### src/rtl/rle_sprite_alpha_blitter_assert.svh
// Assertion macros for the sprite blitter. Each macro expects clk_i and rst_ni in scope.
`ifndef RLE_SPRITE_ALPHA_BLITTER_ASSERT_SVH
`define RLE_SPRITE_ALPHA_BLITTER_ASSERT_SVH
`ifndef SYNTHESIS
// Same-cycle implication.
`define RSAB_ASSERT_IMP(lbl, ante, cons, msg) \
  lbl: assert property (@(posedge clk_i) disable iff (!rst_ni) (ante) |-> (cons)) \
    else $error(msg);
// Next-cycle implication.
`define RSAB_ASSERT_NXT(lbl, ante, cons, msg) \
  lbl: assert property (@(posedge clk_i) disable iff (!rst_ni) (ante) |=> (cons)) \
    else $error(msg);
`else
`define RSAB_ASSERT_IMP(lbl, ante, cons, msg)
`define RSAB_ASSERT_NXT(lbl, ante, cons, msg)
`endif
`endif

### src/rtl/rsab_pkg.sv
package rsab_pkg;

  // Input item modes.
  typedef enum logic [2:0] {
    MODE_PAL_WR = 3'd0,
    MODE_START  = 3'd1,
    MODE_WORD   = 3'd2,
    MODE_READ   = 3'd3,
    MODE_LOAD   = 3'd4
  } mode_e;

  // Work carried by the second stage.
  typedef enum logic [1:0] {
    OP_NONE  = 2'd0,
    OP_BLEND = 2'd1,
    OP_READ  = 2'd2,
    OP_LOAD  = 2'd3
  } op_e;

  // Header kinds in bits 15-14 of a stream word.
  localparam logic [1:0] KIND_PIXELS = 2'b00;
  localparam logic [1:0] KIND_LINES  = 2'b01;

  // Configuration register indexes.
  localparam int unsigned CFG_IDX_W = 1;
  localparam logic [CFG_IDX_W-1:0] CFG_TARGET_WIDTH  = 1'b0;
  localparam logic [CFG_IDX_W-1:0] CFG_TARGET_HEIGHT = 1'b1;

  localparam logic [8:0] TARGET_RESET = 9'd256;

  // Second stage control and payload.
  typedef struct packed {
    op_e         op;
    logic [7:0]  pix_x;
    logic [7:0]  pix_y;
    logic [3:0]  alpha;
    logic [7:0]  pal_idx;
    logic        pal_vld;
    logic [23:0] color;
  } s1_t;

  // One result item.
  typedef struct packed {
    logic [7:0] blue;
    logic [7:0] green;
    logic [7:0] red;
    logic [7:0] pix_y;
    logic [7:0] pix_x;
    logic       is_read;
  } res_t;

  // Per-channel blend (d*(15-a) + p*a) / 16; the sum stays below 4096.
  function automatic logic [7:0] mix8(logic [7:0] d, logic [7:0] p, logic [3:0] a);
    logic [11:0] s;
    s = 12'(d) * 12'(4'd15 - a) + 12'(p) * 12'(a);
    return s[11:4];
  endfunction

endpackage

### src/rtl/rsab_blend.sv
module rsab_blend (
  input  rsab_pkg::s1_t  s1_i,
  input  logic [23:0]    pal_rdata_i,
  input  logic [23:0]    frame_rdata_i,
  input  logic           fwd_i,
  input  logic [23:0]    fwd_data_i,
  output logic           wr_o,
  output logic [23:0]    wdata_o,
  output logic           res_vld_o,
  output rsab_pkg::res_t res_o
);
  import rsab_pkg::*;

  logic [23:0] pal;
  logic [23:0] dst;
  logic [23:0] mixed;

  // Unwritten palette entries hold the grey ramp; a framebuffer write issued with the read is forwarded.
  assign pal = s1_i.pal_vld ? pal_rdata_i : {3{s1_i.pal_idx}};
  assign dst = fwd_i ? fwd_data_i : frame_rdata_i;

  assign mixed = {mix8(dst[23:16], pal[23:16], s1_i.alpha),
                  mix8(dst[15:8],  pal[15:8],  s1_i.alpha),
                  mix8(dst[7:0],   pal[7:0],   s1_i.alpha)};

  // Framebuffer write for blends and loads.
  assign wr_o    = (s1_i.op == OP_BLEND) || (s1_i.op == OP_LOAD);
  assign wdata_o = (s1_i.op == OP_LOAD) ? s1_i.color : mixed;

  // Result for blends and reads.
  always_comb begin
    res_vld_o     = (s1_i.op == OP_BLEND) || (s1_i.op == OP_READ);
    res_o.pix_x   = s1_i.pix_x;
    res_o.pix_y   = s1_i.pix_y;
    res_o.is_read = (s1_i.op == OP_READ);
    {res_o.red, res_o.green, res_o.blue} = (s1_i.op == OP_READ) ? dst : mixed;
  end

endmodule

### config.mk
export PLATFORM = sky130hd
export DESIGN_NAME = rsab_blend
export DESIGN_NICKNAME = d
export VERILOG_FILES = /design/src/rtl/rle_sprite_alpha_blitter_assert.svh /design/src/rtl/rsab_pkg.sv /design/src/rtl/rsab_blend.sv
export SDC_FILE = /design/constraint.sdc
export NUM_CORES = 1
export LEC_CHECK = 0
export BUFFER_PORTS_ARGS = -buffer_cell sky130_fd_sc_hd__buf_2
export CORE_MARGIN = 2
export CORE_UTILIZATION = 45
export DETAILED_ROUTE_END_ITERATION = 16
export GPL_ROUTABILITY_DRIVEN = 1
export PLACE_DENSITY = 0.72
export SETUP_SLACK_MARGIN = 0.1
export SYNTH_ARGS = -nofsm -noshare
export SYNTH_HDL_FRONTEND = slang
export SYNTH_SLANG_ARGS = --single-unit
### constraint.sdc
create_clock -name vclk -period 11.5
set_clock_uncertainty 0.1 [all_clocks]
set_input_delay 1.15 -clock vclk [all_inputs]
set_output_delay 1.15 -clock vclk [all_outputs]
set_load 0.05 [all_outputs]
# [Word level (Yosys, flattened, before mapping)]
# Index checks and enable logic that the tools add are counted.
[word_totals] register_bits=0 input_bits=128 out_inout_bits=67 word_cells=19
[classes] addsub=4 eq_ne=3 n_mul=6 mux=4 reduce_logical=2
[ops] cell="two-way mux 24 bit" count=4
[ops] cell="adder 12 bit" count=3
[ops] cell="multiplier 8 x 4 -> 12 bit" count=3
[ops] cell="multiplier 8 x 12 -> 12 bit" count=2
[ops] cell="multiplier 9 x 5 -> 12 bit" count=1
[ops] cell="subtractor 4 x 4 -> 5 bit (first input constant)" count=1
[ops] cell="== test 2 bit (second input constant)" count=2
[ops] cell="== test 2 x 1 -> 1 bit (second input constant)" count=1
[ops] cell="logical OR 1 bit" count=2

# [Longest topological paths before layout]
[depth] word_depth=4 depth_mapped=18 depth_no_buf=17

# [Worst setup path before layout]
# Ideal clock, no wire load.
[synth_timing] kind="input to output" from="in s1_i[24] in the netlist's numbering" to="out res_o[21] in the netlist's numbering" path_stages=16 t_required_ns=10.250 n_path_buf=2 arrival_ns=6.871 slack_ns=3.379 cell_sequence="clkbuf_1 -> buf_1 -> a21oi_1 -> nor2b_1 -> fa_1 -> fa_1 -> inv_1 -> fa_1 -> fa_1 -> fa_1 -> inv_1 -> ha_1 -> a211oi_2 -> o21bai_1 -> nand2_1 -> o311ai_0"
[synth_lines] item="from (decl)" line="rsab_blend.sv:2" text="input rsab_pkg::s1_t s1_i,"
[synth_lines] item="to (decl)" line="rsab_blend.sv:10" text="output rsab_pkg::res_t res_o"

# [Worst setup path after layout]
[layout_timing] from="in fwd_i" to="out wdata_o[22]"
[layout_between] elab_chain_len=4
[layout_lines] item="from (decl)" line="rsab_blend.sv:5" text="input logic fwd_i,"
[layout_lines] item="two-way mux 24 bit" line="rsab_blend.sv:20" text="assign dst = fwd_i ? fwd_data_i : frame_rdata_i;"
[layout_lines] item="multiplier 8 x 12 -> 12 bit" line="rsab_pkg.sv:55" text="s = 12'(d) * 12'(4'd15 - a) + 12'(p) * 12'(a);"
[layout_lines] item="adder 12 bit" line="rsab_pkg.sv:55"
[layout_lines] item="two-way mux 24 bit" line="rsab_blend.sv:28" text="assign wdata_o = (s1_i.op == OP_LOAD) ? s1_i.color : mixed;"
[layout_lines] item="to (decl)" line="rsab_blend.sv:8" text="output logic [23:0] wdata_o,"
# No other way between the ends.

==> results.ini <==
[placement]
gp_congestion=0.8749
io_buffers=163
pre_cts_slack_ns=3.390
postPlaceCellArea_mm2=0.008144
dp_hpwl_mm=14.63

[status]
status=finished, final reports clean

[floorplanning]
die_area_mm2=0.01732
die_w_um=131.6
initial_core_util_pct=46.12
fp-row-count=46
coreArea_mm2=0.01589
io_pins=195
fp.dieH_um=131.6

[clock_tree]
cts_setup_buffers=0
cts_resized=0
holdBufCountCts=0

[timing]
hold_viol=0
worst_pin_slew_ns=0.9349
finalSetupViolCount=0
setup_slack_ns=3.411
fmax_mhz=123.6
fin_tns_setup_ns=0
worst_slew_margin_rel_pct=37.67
period_share_pct=70.34
fin_crit_ns=8.089
rsz0062_at_grt=false
slew_viol_final=0

[setup_path]
cp_data_required_time_ns=10.25
crit_slowest_cell=buf_2
path_cells=buf_2, mux2i_1, or2_2, fa_1, inv_1, ha_1, fa_1, fa_1, inv_1, fa_1, inv_1, ha_1, o21ai_0, nor3_1, nor4_1, o31ai_1, buf_2
path_class=in -> out
max_stage_delay_ns=0.69
cpMostUsedCell=fa_1
cp-start-kind=input port
critPathMaxFanout=24
endpoint_kind=primary output
cp.arrival_ns=6.84

[global_route]
grtUsageMet3_pct=0.7716
grt_most_used_layer=met2
grt_max_degree=49
grt_antenna_before_repair=0
track_usage_pct=20.98
met1_usage_pct=30.36
use_met2_pct=35.92
first_global_vias=6187
grt_pass1_wl_mm=30.25
grt.overflow.total=0

[synth]
synth.most_common_cell=inv_1
yosys-top-cells-area=fa_1 33%, ha_1 16%, inv_1 7.8%, nor2b_1 6.7%, mux2i_1 5.6%
syn_inst=870
syn_area_per_cell_um2=8.420
synth.distinct_cells=57
netlist.area_leader.share_pct=32.52
yosys_warnings=0
synth_common_cells=153 x inv_1, 119 x fa_1, 96 x ha_1
yosysSeqAreaShare_pct=0
synth_area_mm2=0.007326
synth_top_cell_by_area=fa_1

[job]
maxCapViolations=0

[routing]
antenna_left=0
drt-initial-drc-count=266
post_drt_wl_per_cell_um=14.85
viasPerCell=5.048
vias=6068
drt-total-wl_mm=17.85
route.detailed.drc=0
dr.pass1.iters=5

[cells_and_area]
nClkBuffers=0
fin_area_mm2=0.008144
flops_and_latches=0
post-route-util_pct=51.27
synthToLayoutAreaGrowth_pct=11.17
antenna_cells=0
layout.nets=1331
regArea_um2=0
drive_gt1_share_pct=22.82

[worst_hold_path]
hold_class=in -> out

## cell usage in the layout (no fill, tap or decap), types with 2 or more instances in the layout
| cell type | count |
|---|---|
| xor2_1 | 8 |
| and2_1 | 4 |
| a31oi_1 | 2 |
| conb_1 | 2 |
| o211ai_1 | 6 |
| nand2_1 | 32 |
| nor3_1 | 3 |
| and4_1 | 3 |
| a21oi_1 | 37 |
| inv_1 | 153 |
| or2_2 | 47 |
| or4_1 | 2 |
| nor4_1 | 5 |
| buf_2 | 163 |
| o211a_1 | 2 |
| mux2i_1 | 41 |
| o22ai_1 | 2 |
| a211oi_1 | 9 |
| nor2_1 | 57 |
| nor2b_1 | 78 |
| o31ai_1 | 10 |
| nand3_1 | 10 |
| a21o_1 | 7 |
| o311ai_0 | 2 |
| nand2b_1 | 18 |
| buf_4 | 4 |
| o21ai_0 | 19 |
| xnor2_1 | 11 |
| ha_1 | 95 |
| o2111ai_1 | 6 |
| nand4_1 | 3 |
| mux2_2 | 3 |
| fa_1 | 119 |
| nor3b_1 | 3 |
## kinds of logic after synthesis
kind of cell | synth area share (%)
compound gates | 9.940
xor+xnor | 2.596
simple gates | 20.39
fa+ha+maj | 48.92
mux | 6.063
buf+inv | 12.04
other cells | 0.05119
## routing by layer
metal / part of all wire [%] / vias to the layer above / routed length, µm
li1: - / 2997 / -
met1: 47 / 2915 / 8462
met5: 0 / - / 0
met4: 1.5 / 0 / 275
met2: 48 / 140 / 8526
met3: 3.3 / 16 / 590
## path summary, 6_finish.rpt
check	slack, ns	end	from	cells after the start
setup / recovery	3.41	wdata_o[22]	fwd_i	17
hold / removal	2.20	res_o[11]	s1_i[39]	0
## through the flow
step	hold WS (ns)	std cells
2_1_floorplan	2.367	871
3_3_place_gp	2.200	1202
3_5_place_dp	2.200	1202
4_1_cts	2.200	1202
5_1_grt	2.200	1202
6_report	2.200	1202
## worst max-delay path: cells and delay by family
family / cells / cell delay (ns)
AOI/OAI and AO/OA: 2 / 0.42
muxes: 1 / 0.33
and+or+nand+nor: 3 / 1.22
buffers and inverters: 5 / 1.12
adders and majority gates: 6 / 2.59
## layout make-up
class | instances | area, µm²
fill | 1566 | 7741
multi-input combinational | 665 | 6450
timing repair buffer | 167 | 845.8
inverter | 154 | 578.1
tap | 216 | 270.3
Power is not shown: default switching activity piles up to over one toggle a cycle in this logic, so the estimate is an artifact.
