<file path="config.mk">
export PLATFORM = sky130hd
export DESIGN_NAME = rsab_front
export DESIGN_NICKNAME = d
export VERILOG_FILES = /design/src/rtl/rle_sprite_alpha_blitter_assert.svh /design/src/rtl/rsab_pkg.sv /design/src/rtl/rsab_front.sv
export SDC_FILE = /design/constraint.sdc
export NUM_CORES = 1
export LEC_CHECK = 0
export ABC_AREA = 1
export BUFFER_PORTS_ARGS = -buffer_cell sky130_fd_sc_hd__buf_2
export CORE_MARGIN = 5
export CORE_UTILIZATION = 40
export CTS_CLUSTER_SIZE = 10
export DETAILED_ROUTE_END_ITERATION = 7
export PLACE_DENSITY_LB_ADDON = 0.05
export SKIP_LAST_GASP = 1
export SYNTH_ARGS = -nofsm -noshare
export SYNTH_HDL_FRONTEND = slang
export SYNTH_SLANG_ARGS = --single-unit
</file>
<file path="constraint.sdc">
create_clock -name clk_i -period 11.1 [get_ports clk_i]
set_input_delay 1.11 -clock clk_i [delete_from_list [all_inputs] [get_ports clk_i]]
set_output_delay 1.11 -clock clk_i [all_outputs]
set_load 0.05 [all_outputs]
</file>
<file path="src/rtl/rle_sprite_alpha_blitter_assert.svh">
// Assertion macros for the sprite blitter. Each macro expects clk_i and rst_ni in scope.
`ifndef RLE_SPRITE_ALPHA_BLITTER_ASSERT_SVH
`define RLE_SPRITE_ALPHA_BLITTER_ASSERT_SVH
`ifndef SYNTHESIS
// Same-cycle implication.
`define RSAB_ASSERT_IMP(lbl, ante, cons, msg) \
  lbl: assert property (@(posedge clk_i) disable iff (!rst_ni) (ante) |-> (cons)) \
    else $error(msg);
// Next-cycle implication.
`define RSAB_ASSERT_NXT(lbl, ante, cons, msg) \
  lbl: assert property (@(posedge clk_i) disable iff (!rst_ni) (ante) |=> (cons)) \
    else $error(msg);
`else
`define RSAB_ASSERT_IMP(lbl, ante, cons, msg)
`define RSAB_ASSERT_NXT(lbl, ante, cons, msg)
`endif
`endif

</file>
<file path="src/rtl/rsab_pkg.sv">
package rsab_pkg;

  // Input item modes.
  typedef enum logic [2:0] {
    MODE_PAL_WR = 3'd0,
    MODE_START  = 3'd1,
    MODE_WORD   = 3'd2,
    MODE_READ   = 3'd3,
    MODE_LOAD   = 3'd4
  } mode_e;

  // Work carried by the second stage.
  typedef enum logic [1:0] {
    OP_NONE  = 2'd0,
    OP_BLEND = 2'd1,
    OP_READ  = 2'd2,
    OP_LOAD  = 2'd3
  } op_e;

  // Header kinds in bits 15-14 of a stream word.
  localparam logic [1:0] KIND_PIXELS = 2'b00;
  localparam logic [1:0] KIND_LINES  = 2'b01;

  // Configuration register indexes.
  localparam int unsigned CFG_IDX_W = 1;
  localparam logic [CFG_IDX_W-1:0] CFG_TARGET_WIDTH  = 1'b0;
  localparam logic [CFG_IDX_W-1:0] CFG_TARGET_HEIGHT = 1'b1;

  localparam logic [8:0] TARGET_RESET = 9'd256;

  // Second stage control and payload.
  typedef struct packed {
    op_e         op;
    logic [7:0]  pix_x;
    logic [7:0]  pix_y;
    logic [3:0]  alpha;
    logic [7:0]  pal_idx;
    logic        pal_vld;
    logic [23:0] color;
  } s1_t;

  // One result item.
  typedef struct packed {
    logic [7:0] blue;
    logic [7:0] green;
    logic [7:0] red;
    logic [7:0] pix_y;
    logic [7:0] pix_x;
    logic       is_read;
  } res_t;

  // Per-channel blend (d*(15-a) + p*a) / 16; the sum stays below 4096.
  function automatic logic [7:0] mix8(logic [7:0] d, logic [7:0] p, logic [3:0] a);
    logic [11:0] s;
    s = 12'(d) * 12'(4'd15 - a) + 12'(p) * 12'(a);
    return s[11:4];
  endfunction

endpackage

</file>
<file path="src/rtl/rsab_front.sv">
module rsab_front #(
  parameter int FB_WIDTH_MAX  = 256,
  parameter int FB_HEIGHT_MAX = 256,
  parameter int AW            = $clog2(FB_WIDTH_MAX * FB_HEIGHT_MAX)
) (
  input  logic               clk_i,
  input  logic               rst_ni,
  input  logic               accept_i,
  input  logic               adv_i,
  input  logic [2:0]         mode_i,
  input  logic [7:0]         pal_index_i,
  input  logic [23:0]        color_value_i,
  input  logic [15:0]        pos_x_i,
  input  logic [15:0]        pos_y_i,
  input  logic [11:0]        sprite_width_i,
  input  logic [15:0]        data_word_i,
  input  logic [8:0]         target_width_i,
  input  logic [8:0]         target_height_i,
  output logic               pal_we_o,
  output logic [7:0]         pal_waddr_o,
  output logic [23:0]        pal_wdata_o,
  output logic [7:0]         pal_raddr_o,
  output logic [AW-1:0]      frame_raddr_o,
  output rsab_pkg::s1_t      s1_o,
  output logic [AW-1:0]      s1_addr_o
);
  import rsab_pkg::*;

  localparam int XW = $clog2(FB_WIDTH_MAX);
  localparam int YW = $clog2(FB_HEIGHT_MAX);
  localparam logic [16:0] FBW = 17'(FB_WIDTH_MAX);
  localparam logic [16:0] FBH = 17'(FB_HEIGHT_MAX);

  logic [17:0] cx_q, cx_d, cy_q, cy_d;
  logic [12:0] col_q, col_d;
  logic [11:0] rw_q, rw_d;
  logic [5:0]  left_q, left_d;
  logic [255:0] pal_vld_q;
  s1_t          s1_q, s1_d;
  logic [AW-1:0] addr_q;

  mode_e       mode;
  logic        hdr;
  logic [1:0]  kind;
  logic [5:0]  count;
  logic        is_skip;
  logic [17:0] pre_cx;
  logic [12:0] pre_col;
  logic        wrap;
  logic [17:0] w_cx, w_cy;
  logic [12:0] w_col;
  logic [17:0] lx, ly;
  logic [16:0] tw_eff, th_eff;
  logic        on_target;
  logic [AW-1:0] addr;

  assign mode  = mode_e'(mode_i);
  assign hdr   = (left_q == '0);
  assign kind  = data_word_i[15:14];
  assign count = data_word_i[5:0];
  assign is_skip = (mode == MODE_WORD) && hdr && (kind != KIND_PIXELS) && (kind != KIND_LINES);

  // A skip advances the cursor before the single wrap; a pixel wraps the current cursor.
  assign pre_cx  = is_skip ? cx_q + 18'(count) : cx_q;
  assign pre_col = is_skip ? col_q + 13'(count) : col_q;
  assign wrap    = pre_col >= {1'b0, rw_q};
  assign w_cx    = wrap ? pre_cx - 18'(rw_q) : pre_cx;
  assign w_cy    = wrap ? cy_q + 18'd1 : cy_q;
  assign w_col   = wrap ? pre_col - 13'(rw_q) : pre_col;

  // Pixel position: cursor for stream pixels, sign-extended position otherwise.
  assign lx = (mode == MODE_WORD) ? w_cx : {{2{pos_x_i[15]}}, pos_x_i};
  assign ly = (mode == MODE_WORD) ? w_cy : {{2{pos_y_i[15]}}, pos_y_i};

  // Target size saturated to the framebuffer size.
  assign tw_eff = (17'(target_width_i) > FBW) ? FBW : 17'(target_width_i);
  assign th_eff = (17'(target_height_i) > FBH) ? FBH : 17'(target_height_i);
  assign on_target = !lx[17] && !ly[17] && (lx[16:0] < tw_eff) && (ly[16:0] < th_eff);
  assign addr   = AW'(ly[YW-1:0]) * AW'(FB_WIDTH_MAX) + AW'(lx[XW-1:0]);

  // Stream decode, cursor update and the request for the second stage.
  always_comb begin
    cx_d   = cx_q;
    cy_d   = cy_q;
    col_d  = col_q;
    rw_d   = rw_q;
    left_d = left_q;
    s1_d         = '0;
    s1_d.op      = OP_NONE;
    s1_d.pix_x   = lx[7:0];
    s1_d.pix_y   = ly[7:0];
    s1_d.alpha   = data_word_i[12:9];
    s1_d.pal_idx = data_word_i[8:1];
    s1_d.pal_vld = pal_vld_q[data_word_i[8:1]];
    s1_d.color   = color_value_i;
    case (mode)
      MODE_START: begin
        cx_d   = {{2{pos_x_i[15]}}, pos_x_i};
        cy_d   = {{2{pos_y_i[15]}}, pos_y_i};
        col_d  = '0;
        rw_d   = sprite_width_i;
        left_d = '0;
      end
      MODE_WORD: begin
        if (hdr) begin
          if (kind == KIND_LINES) begin
            cy_d = cy_q + 18'(count);
          end else if (kind != KIND_PIXELS) begin
            cx_d  = w_cx;
            cy_d  = w_cy;
            col_d = w_col;
          end else begin
            left_d = count;
          end
        end else begin
          left_d  = left_q - 6'd1;
          cx_d    = w_cx + 18'd1;
          cy_d    = w_cy;
          col_d   = w_col + 13'd1;
          s1_d.op = on_target ? OP_BLEND : OP_NONE;
        end
      end
      MODE_READ: begin
        s1_d.op = on_target ? OP_READ : OP_NONE;
      end
      MODE_LOAD: begin
        s1_d.op = on_target ? OP_LOAD : OP_NONE;
      end
      default: begin
        s1_d.op = OP_NONE;
      end
    endcase
  end

  // Cursor and run state.
  always_ff @(posedge clk_i or negedge rst_ni) begin
    if (!rst_ni) begin
      cx_q   <= '0;
      cy_q   <= '0;
      col_q  <= '0;
      rw_q   <= 12'd1;
      left_q <= '0;
    end else if (accept_i) begin
      cx_q   <= cx_d;
      cy_q   <= cy_d;
      col_q  <= col_d;
      rw_q   <= rw_d;
      left_q <= left_d;
    end
  end

  // Palette entries that were written; the others read as a grey ramp.
  always_ff @(posedge clk_i or negedge rst_ni) begin
    if (!rst_ni) begin
      pal_vld_q <= '0;
    end else if (pal_we_o) begin
      pal_vld_q[pal_index_i] <= 1'b1;
    end
  end

  // Second stage register; a bubble enters when nothing is accepted.
  always_ff @(posedge clk_i or negedge rst_ni) begin
    if (!rst_ni) begin
      s1_q <= '0;
    end else if (adv_i) begin
      s1_q <= accept_i ? s1_d : '0;
    end
  end

  always_ff @(posedge clk_i) begin
    if (adv_i) begin
      addr_q <= addr;
    end
  end

  assign pal_we_o      = accept_i && (mode == MODE_PAL_WR);
  assign pal_waddr_o   = pal_index_i;
  assign pal_wdata_o   = color_value_i;
  assign pal_raddr_o   = data_word_i[8:1];
  assign frame_raddr_o = addr;
  assign s1_o          = s1_q;
  assign s1_addr_o     = addr_q;

endmodule

</file>
# [Yosys cells after proc, flatten, opt, wreduce, memory -nomap -nowiden]
# Index checks and enable logic that the tools add are counted.
[totals] output_inout_bits=128 word_cells=96 input_bits=117 ff_bits=394
[op_classes] magnitude_cmp=8 mux=35 n_bitwise=1 addsub=10 n_reduce_logical=18 n_eq_ne=10
[ops] cell="$or A256 B256 Y256" n=1
[ops] cell="$mux W18" n=11
[ops] cell="$pmux W18 S2" n=2
[ops] cell="$mux W13" n=5
[ops] cell="$mux W55" n=1
[ops] cell="$add A18 B1 Y18 const B" n=2
[ops] cell="$add A18 B6 Y18" n=2
[ops] cell="$lt A17 B9 Y1" n=2
[ops] cell="$pmux W13 S2" n=1
[ops] cell="$gt A9 B9 Y1 const B" n=2
[ops] cell="$lt A8 B9 Y1 const B" n=2
[ops] cell="$mux W6" n=3
[ops] cell="$mux W9" n=2
[ops] cell="$sub A18 B12 Y18" n=1
[ops] cell="$add A16 B8 Y16" n=1
[ops] cell="$add A13 B1 Y13 const B" n=1
[ops] cell="$add A13 B6 Y13" n=1
[ops] cell="$ge A13 B12 Y1" n=1
[ops] cell="$sub A13 B12 Y13" n=1
[ops] cell="$pmux W6 S2" n=1
[ops] cell="$ne A3 B3 Y1 const B" n=3
[ops] cell="$bmux W1 S8" n=1
[ops] cell="$demux W1 S8" n=1
[ops] cell="$ge A8 B1 Y1 const B" n=1
[ops] cell="other kinds (18)" n=33

# [Depth between registers and ports, before layout]
# Gate-level depths: netlist of the first run.
[logic_depth] word_depth=16 ltp_mapped=36 ltp_nobuf=34

# [Least setup slack after synthesis of the first run]
# OpenSTA, ideal clock, no wires.
[synth_path] path_type="input to register" startpoint="input port data_word_i[1]" endpoint="register s1_q (netlist bit s1_o[53])" t_required_ns=11.034 stages=33 t_arrival_ns=7.079 path_buffers=4 setup_time_ns=0.066 slack_ns=3.956 cell_sequence="inv_1 > clkbuf_1 > clkbuf_1 > fa_1 > inv_1 > nand2_1 > nand3_2 > nand3_2 > nor2_1 > xor2_1 > ha_1 > inv_1 > nor3_2 > a31o_2 > clkinv_1 > nand3_4 > buf_6 > buf_2 > nand2_1 > xor2_1 > o21ai_0 > ha_1 > nand2_1 > inv_1 > nand3_1 > a31oi_1 > a21oi_1 > nand3_1 > a2111oi_0 > nand3_1 > nor2_1 > nand4_1 > nand2_1"
[synth_via] elab_chain_cells=13 elab_cells_between_ends=22 classes_between="add/sub (3); order compare (3); mux (11); reduce/logical (5)"
[synth_lines] element="start: declaration" line_no="rsab_front.sv:16" rtl="input logic [15:0] data_word_i,"
[synth_lines] element="branches (longest 8 deep; another with $add A18 B6 Y18)"
[synth_lines] element="$logic_and A1 B1 Y1 (*)" line_no="rsab_front.sv:78" rtl="assign on_target = !lx[17] && !ly[17] && (lx[16:0] < tw_eff) && (ly[16:0] < th_eff);"
[synth_lines] element="$mux W1" line_no="rsab_front.sv:120" rtl="s1_d.op = on_target ? OP_BLEND : OP_NONE;"
[synth_lines] element="$mux W1" line_no="rsab_front.sv:105" rtl="if (hdr) begin"
[synth_lines] element="$pmux W2 S3 (*)" line_no="rsab_front.sv:96" rtl="case (mode)"
[synth_lines] element="$mux W55 (*)" line_no="rsab_front.sv:166" rtl="s1_q <= accept_i ? s1_d : '0;"
[synth_lines] element="end signal: assignment" line_no="rsab_front.sv:166"
[synth_lines] element="end: declaration" line_no="rsab_front.sv:39" rtl="s1_t s1_q, s1_d;"
# Mark *: on every way between the ends.
# A chain may end at the register's enable or synchronous reset.

# [Worst setup path in the final report of the first run]
[layout_path] startpoint="register left_q[0]" endpoint="output port frame_raddr_o[14]"
[layout_via] elab_chain_cells=9 elab_cells_between_ends=13 classes_between="add/sub (2); order compare (1); mux (6); reduce/logical (4)"
[layout_lines] element="start: declaration" line_no="rsab_front.sv:37" rtl="logic [5:0] left_q, left_d;"
[layout_lines] element="start signal: assignment" line_no="rsab_front.sv:148" rtl="left_q <= left_d;"
[layout_lines] element="$logic_not A6 Y1 (*)" line_no="rsab_front.sv:58" rtl="assign hdr = (left_q == '0);"
[layout_lines] element="$logic_and A1 B1 Y1 (*) (3 in a row)" line_no="rsab_front.sv:61" rtl="assign is_skip = (mode == MODE_WORD) && hdr && (kind != KIND_PIXELS) && (kind != KIND_LINES);"
[layout_lines] element="$mux W18 / $mux W13 (equally long branches)" line_no="rsab_front.sv:64, rsab_front.sv:65"
[layout_lines] element="$sub A18 B12 Y18 / $ge A13 B12 Y1 (equally long branches)" line_no="rsab_front.sv:67, rsab_front.sv:66"
[layout_lines] element="$mux W18, on equally long branches" line_no="rsab_front.sv:67, rsab_front.sv:68"
[layout_lines] element="$mux W18, on equally long branches" line_no="rsab_front.sv:72, rsab_front.sv:73"
[layout_lines] element="$add A16 B8 Y16 (*)" line_no="rsab_front.sv:79" rtl="assign addr = AW'(ly[YW-1:0]) * AW'(FB_WIDTH_MAX) + AW'(lx[XW-1:0]);"
[layout_lines] element="end: declaration" line_no="rsab_front.sv:23" rtl="output logic [AW-1:0] frame_raddr_o,"
# Every way passes the cells marked *; elsewhere a longest branch is shown, timed or not.

==> run summary, run 1 <==
Reg2Reg Setup Slack = 3.65 ns
Design Power = 4.22 mW
R2R Path Start = left_q[0]
commonest cells in the netlist = nand2_1, dfrtp_1, nor2_1
vias in the first global route = 19,600
initial antenna violation count = 3
final net count = 3,061
Worst Path Arrival = 6.52 ns
first-pass GRT wire length = 116 mm
final WL = 75.3 mm
Die Span Y = 246 µm
ANT nets after route = 0
Max Clock Skew = 0.0240 ns
DR iter-0 viols = 1,263
pin count of the biggest net entering global routing = 76
DR vias/cell = 5.40
clock latency on the worst-skew pair = 0.61 ns
area leader, netlist = dfrtp_1
Clock Power Share = 0.360
I/O Buffers = 243
prevailing post-synth register cell = dfrtp_1
internal power = 2.73 mW
leakage power = 12.2 nW
post-synth top area share = 0.423
clock root buffer = clkbuf_16
area grow syn2layout = 13.4%
routed via count = 19,700
Hold Path Class = reg2reg
worst slew pin tran = 1.13 ns
Hold Crit Start = pal_vld_q[117]
# DRC = 0
mapped cell area = 22,300 µm²
hold endpoint = pal_vld_q[117]
max-slew violation count = 0
Critical Path RT = 9.99 ns
max-cap viol count = 0
RSZ-0062 raised after global routing = no
# Post-CTS Setup Buffers = 0
area occupied by multi-input gates = 10,800 µm²
GPL Wtd Cong = 0.933
io pins = 245
Crit Path Max Fanout = 62
FF-to-FF End = s1_o[53]
CTS clk-pin slew, worst paths = 0.06 ns
cts hold-fix bufs = 0
setup tns final = 0 ns
Final Hold Violating Endpoints = 0
Filler cells = 5,512
Die W = 246 µm
clk sinks = 394
Syn Inst Count = 2,731
total CTS buffers = 48
Final HPWL DP = 50.0 mm
R2R cell count = 30
Final Cycle Share = 0.688
combinational power share = 0.260
Critical Path End Type = output pin
initial core utilization = 0.404
pwr dens = 167 nW/µm²
Post-synth EDFFs = 16
layout cell share with drive strength beyond 1 = 0.142
max frequency = 131 MHz
Final Critical Period = 7.63 ns
kind of critical path = reg2out
CTS tree = yes
CTS H-Tree Depth = 2
die footprint = 60,600 µm²
startpoint types = flip-flop
syn avg cell area = 8.18 µm²
Switch Pwr = 1.48 mW
drt pass-1 iters = 7
number of distinct library cells after synthesis = 60
CTS resizes = 0
Flop pwr share = 0.380
CTS max path bufs = 3
Slew HR = 0.244
Max IR drop VDD = 0.000116 V
GRT overflow = 0
setup violators final = 0
Routed WL per cell = 20.7 µm
ys async rst share = 0.959
post-synthesis sequential area ratio = 0.445
yosys warns = 0
top cells by area, synth = dfrtp_1, nand2_1, o21bai_1, o21ai_0, nor2_1
Placeable Area = 55,200 µm²
most common cell in the synthesized netlist = nand2_1
Switching Fraction = 0.352
register area = 9940 µm²
row count = 86
post-synthesis net count = 2,915
Synth Register Bits = 394
status = completed
global-route usage over all layers = 0.242
Hold Path Depth = 2
## cells by family (layout without fill, tap and decap cells)
group / Yosys count / after routing / share of synthesized area
flops: 394 / 394 / 0.445
compound gates: 767 / 767 / 0.215
buf+inv: 377 / 543 / 0.0727
simple gates: 1060 / 1060 / 0.202
fa+ha+maj: 67 / 67 / 0.0392
mux: 1 / 1 / 0.000504
xor+xnor: 65 / 65 / 0.0255
other cells: 0 / 3 / 0
## worst max-delay path: stages, from the launching register on
cell and delay, ns:
dfrtp_1 0.37, inv_1 0.12, ha_1 0.21, nand3_2 0.48, nor2_4 0.62, nand2_1 0.23
nor3_2 0.22, nand3_1 0.11, xor2_1 0.20, inv_1 0.06, ha_1 0.35, inv_2 0.06
nor3_2 0.23, a31o_2 0.21, clkinv_1 0.25, nand3_4 0.69, nand2_1 0.21, xor2_1 0.20
o21ai_0 0.66, buf_2 0.40
## per-stage QoR
step | area (µm²) | instances | hold slack, ns | utilization | worst slack (ns)
2_1_floorplan | 22300 | 2731 | 0.424 | - | 3.96
3_5_place_dp | 23800 | 3575 | 0.442 | 0.432 | 3.19
3_3_place_gp | 23800 | 3575 | 0.436 | 0.432 | 3.30
4_1_cts | 25300 | 3645 | 0.455 | 0.459 | 3.46
5_1_grt | 25300 | 3648 | 0.467 | 0.459 | 2.80
6_report | 25300 | 3648 | 0.454 | 0.459 | 3.47
## placed cells by master (no fill, tap or decap), drive strengths merged, types with 3 or more instances in the layout
cell and instances:
a21boi 6, a21oi 87, a221oi 3, a22oi 6, a31o 7, a31oi 24, buf 271, bufinv 3
clkbuf 61, clkinv 9, dfrtp 377, diode 3, edfxtp 16, fa 5, ha 62, inv 199
nand2 547, nand3 149, nand3b 4, nand4 35, nor2 292, nor3 17, nor4 7, o211ai 12
o21a 6, o21ai 287, o21bai 246, o221ai 11, o22ai 57, o311ai 3, or2 7, xnor2 18
xor2 47
## metal layers
metal	wire, µm	up-vias	GRT usage
li1	-	9498	-
met1	33100	9659	0.322
met2	37100	426	0.415
met3	2730	118	0.0270
met4	2430	0	0.0819
met5	0	-	0
## worst max path at each step
stage                   start  slack [ns]                end
2_1_floorplan  data_word_i[1]        3.96           s1_o[53]
6_report            left_q[0]        3.47  frame_raddr_o[14]
4_1_cts             left_q[0]        3.46  frame_raddr_o[14]
3_5_place_dp   data_word_i[3]        3.19           s1_o[53]
5_1_grt             left_q[0]        2.80           s1_o[53]
3_3_place_gp   data_word_i[3]        3.30           s1_o[53]
## registers in the layout (all words and copies together) (netlist names)
signal	cells
pal_vld_q	256
s1_addr_o	16
col_q	13
left_q	6
cy_q	18
s1_o	55
cx_q	18
rw_q	12
## layout make-up
class	count	area share
repair buffers	271	0.0568
diodes	3	0.000296
clock buffers	61	0.0506
flip-flops and latches	394	0.393
well taps	748	0.0370
multi-input cells	1960	0.425
clock inverters	9	0.00731
inverters	202	0.0301
## power groups by stage
stage	sequential [mW]	clock, mW	combinational (mW)
after global routing	1.62	1.61	1.22
after detailed placement	1.63	0	1.09
after floorplan	1.68	0	0.720
after global placement	1.63	0	1.08
after CTS	1.60	1.56	1.10
final	1.60	1.52	1.10
Note: power is estimated with default switching activity, not from simulation.
==> run 2, diff against run 1 <==
==> constraint.sdc (replaced) <==
create_clock -name clk_i -period 6.8 [get_ports clk_i]
set_input_delay 0.68 -clock clk_i [delete_from_list [all_inputs] [get_ports clk_i]]
set_output_delay 0.68 -clock clk_i [all_outputs]
set_load 0.05 [all_outputs]
==> run 2 against run 1 <==
  * Combinational power rose by 65%
  * Sequential share of layout area barely moved
  * Routed wire length rose by 2.1%
  * Critical endpoint is now s1_o[54]
  * Largest power group unchanged
==> run summary, run 2 (same netlist as run 1, synthesis figures left out) <==
status = completed
die footprint = 60,600 µm² (unchanged)
pin count of the biggest net entering global routing = 173 (+130%)
GPL Wtd Cong = 0.906 (-2.9%)
Final Critical Period = 5.87 ns
fin util = 0.459 (about the same)
Max IR drop VDD = 0.000188 V (+62%)
FF-to-FF End = s1_o[54]
Final Cycle Share = 0.863
max-slew violation count = 0 (unchanged)
first-pass GRT wire length = 117 mm (+1.4%)
leading cell types in the layout, fill and taps excluded = nand2_1, dfrtp_1, nor2_1
Critical Path RT = 7.35 ns (-2.64 ns)
setup tns final = 0 ns (unchanged)
# DRC = 0 (unchanged)
CTS clk-pin slew, worst paths = 0.06 ns (about the same)
GRT overflow = 0 (unchanged)
routed via count = 19,900 (+0.88%)
DR vias/cell = 5.44 (+0.77%)
final net count = 3,067 (+0.20%)
drt pass-1 iters = 5 (-2)
Biggest register = pal_vld_q
Final HPWL DP = 51.0 mm (+2.1%)
Placed Instances = 3,581 (+0.17%)
CP max stage delay = 0.40 ns (-0.29 ns)
max frequency = 170 MHz
leakage power = 12.2 nW (about the same)
layout cell share with drive strength beyond 1 = 0.145 (+0.00246)
cts hold-fix bufs = 0 (unchanged)
initial core utilization = 0.404 (unchanged)
Final Hold Violating Endpoints = 0 (unchanged)
Reg2Reg Setup Slack = 0.93 ns (-2.72 ns)
Crit. Startpoint = col_q[2]
global-route usage over all layers = 0.247 (+0.00459)
combinational power share = 0.265 (+0.005)
placed inst area = 23,900 µm² (+0.29%)
R2R Path Start = col_q[2]
setup violators final = 0 (unchanged)
Design Power = 6.81 mW (+62%)
Max Clock Skew = 0.0573 ns (+0.0334 ns)
internal power = 4.38 mW (+60%)
CTS tree = yes
Clock Power Share = 0.350 (-0.010)
clk sinks = 394 (unchanged)
I/O Buffers = 243 (unchanged)
Switching Fraction = 0.358 (+0.00626)
finished layout cell area = 25,300 µm² (about the same)
DR iter-0 viols = 1,253 (-0.79%)
Worst setup endpoint = s1_o[54]
clock latency on the worst-skew pair = 0.62 ns (about the same)
ANT nets after route = 0 (unchanged)
area grow syn2layout = 13.4% (about the same)
pre-CTS setup slack = 0.461 ns (-2.73 ns)
CTS H-Tree Depth = 2 (unchanged)
crit-path most repeated cell = nand2_1
CP max-delay cell = dfrtp_1
CTS resizes = 0 (unchanged)
Die W = 246 µm (unchanged)
max-cap viol count = 0 (unchanged)
Slew HR = 0.197 (-0.0465)
Largest register FFs = 256 (unchanged)
RSZ-0062 raised after global routing = no
worst slew pin tran = 1.20 ns (+0.0696 ns)
io pins = 245 (unchanged)
Worst Path Arrival = 6.42 ns (-0.10 ns)
setup ws final = 0.931 ns (-2.54 ns)
final WL = 76.9 mm (+2.1%)
Critical Path End Type = flip-flop
kind of critical path = reg2reg
startpoint types = flip-flop
# Post-CTS Setup Buffers = 0 (unchanged)
Die Span Y = 246 µm (unchanged)
Placeable Area = 55,200 µm² (unchanged)
clock root buffer = clkbuf_16
Hold Path Class = in2async
initial antenna violation count = 3 (unchanged)
pwr dens = 269 nW/µm² (+62%)
Crit Path Max Fanout = 28 (-55%)
R2R cell count = 31 (+3.3%)
Routed WL per cell = 21.1 µm (+2.0%)
Flop pwr share = 0.385 (+0.005)
vias in the first global route = 19,500 (-0.59%)
Switch Pwr = 2.44 mW (+64%)
most common cell after layout, fill and taps aside = nand2_1
non-filler cells, final = 3,652 (+0.11%)
CTS max path bufs = 3 (unchanged)
row count = 86 (unchanged)
total CTS buffers = 48 (unchanged)
final hold slack = 0.164 ns (-0.290 ns)
==> run 2: cell count changes in the layout (fill, tap and decap cells not counted) <==
cell	previous run	this run
buf_12	0	2
clkinv_2	3	5
bufinv_16	3	0
diode_2	3	1
clkbuf_8	3	5
clkinvlp_4	0	1
clkinv_16	2	1
clkbuf_1	10	8
buf_4	29	33
inv_6	0	1
==> run 2: power groups by stage <==
| stage | Clock [mW] | Combinational (mW) | Sequential [mW] |
|---|---|---|---|
| floorplan | 0 | 1.17 | 2.74 |
| global placement | 0 | 1.79 | 2.66 |
| detailed placement | 0 | 1.80 | 2.66 |
| CTS | 2.44 | 1.81 | 2.62 |
| global route | 2.53 | 2.00 | 2.64 |
| finish | 2.39 | 1.81 | 2.62 |
==> run 2: how the worst min path moves through the flow <==
stage                               from              to  slack, ns
after floorplan                   rst_ni        col_q[0]       0.38
after global placement    pal_vld_q[125]  pal_vld_q[125]       0.44
after detailed placement  pal_vld_q[117]  pal_vld_q[117]       0.45
after CTS                         rst_ni        cx_q[15]       0.17
after global routing              rst_ni        cx_q[17]       0.22
final                             rst_ni        cx_q[15]       0.16
==> run 2: cell type report <==
type | instances | area (µm²)
clock buffers | 61 | 1300
inverters | 202 | 763
fillers | 5486 | 29900
clock inverters | 9 | 91.3
repair buffers | 277 | 1510
diodes | 1 | 2.50
multi-input cells | 1960 | 10800
flip-flops and latches | 394 | 9940
well taps | 748 | 936
==> run 2: critical path: cells and delay by family, from the launching register on <==
kind / cells / cell delay (ns)
buf+inv: 4 / 0.55
fa+ha+maj: 3 / 1.02
simple gates: 17 / 2.63
flops: 1 / 0.40
compound gates: 5 / 0.89
xor+xnor: 2 / 0.38
==> run 2: layer usage <==
layer / GRT usage / part of all wire / wire length (µm)
met5: 0 / 0 / 0
met4: 0.0845 / 0.035 / 2670
met3: 0.0267 / 0.036 / 2800
met2: 0.425 / 0.50 / 38200
met1: 0.326 / 0.43 / 33300
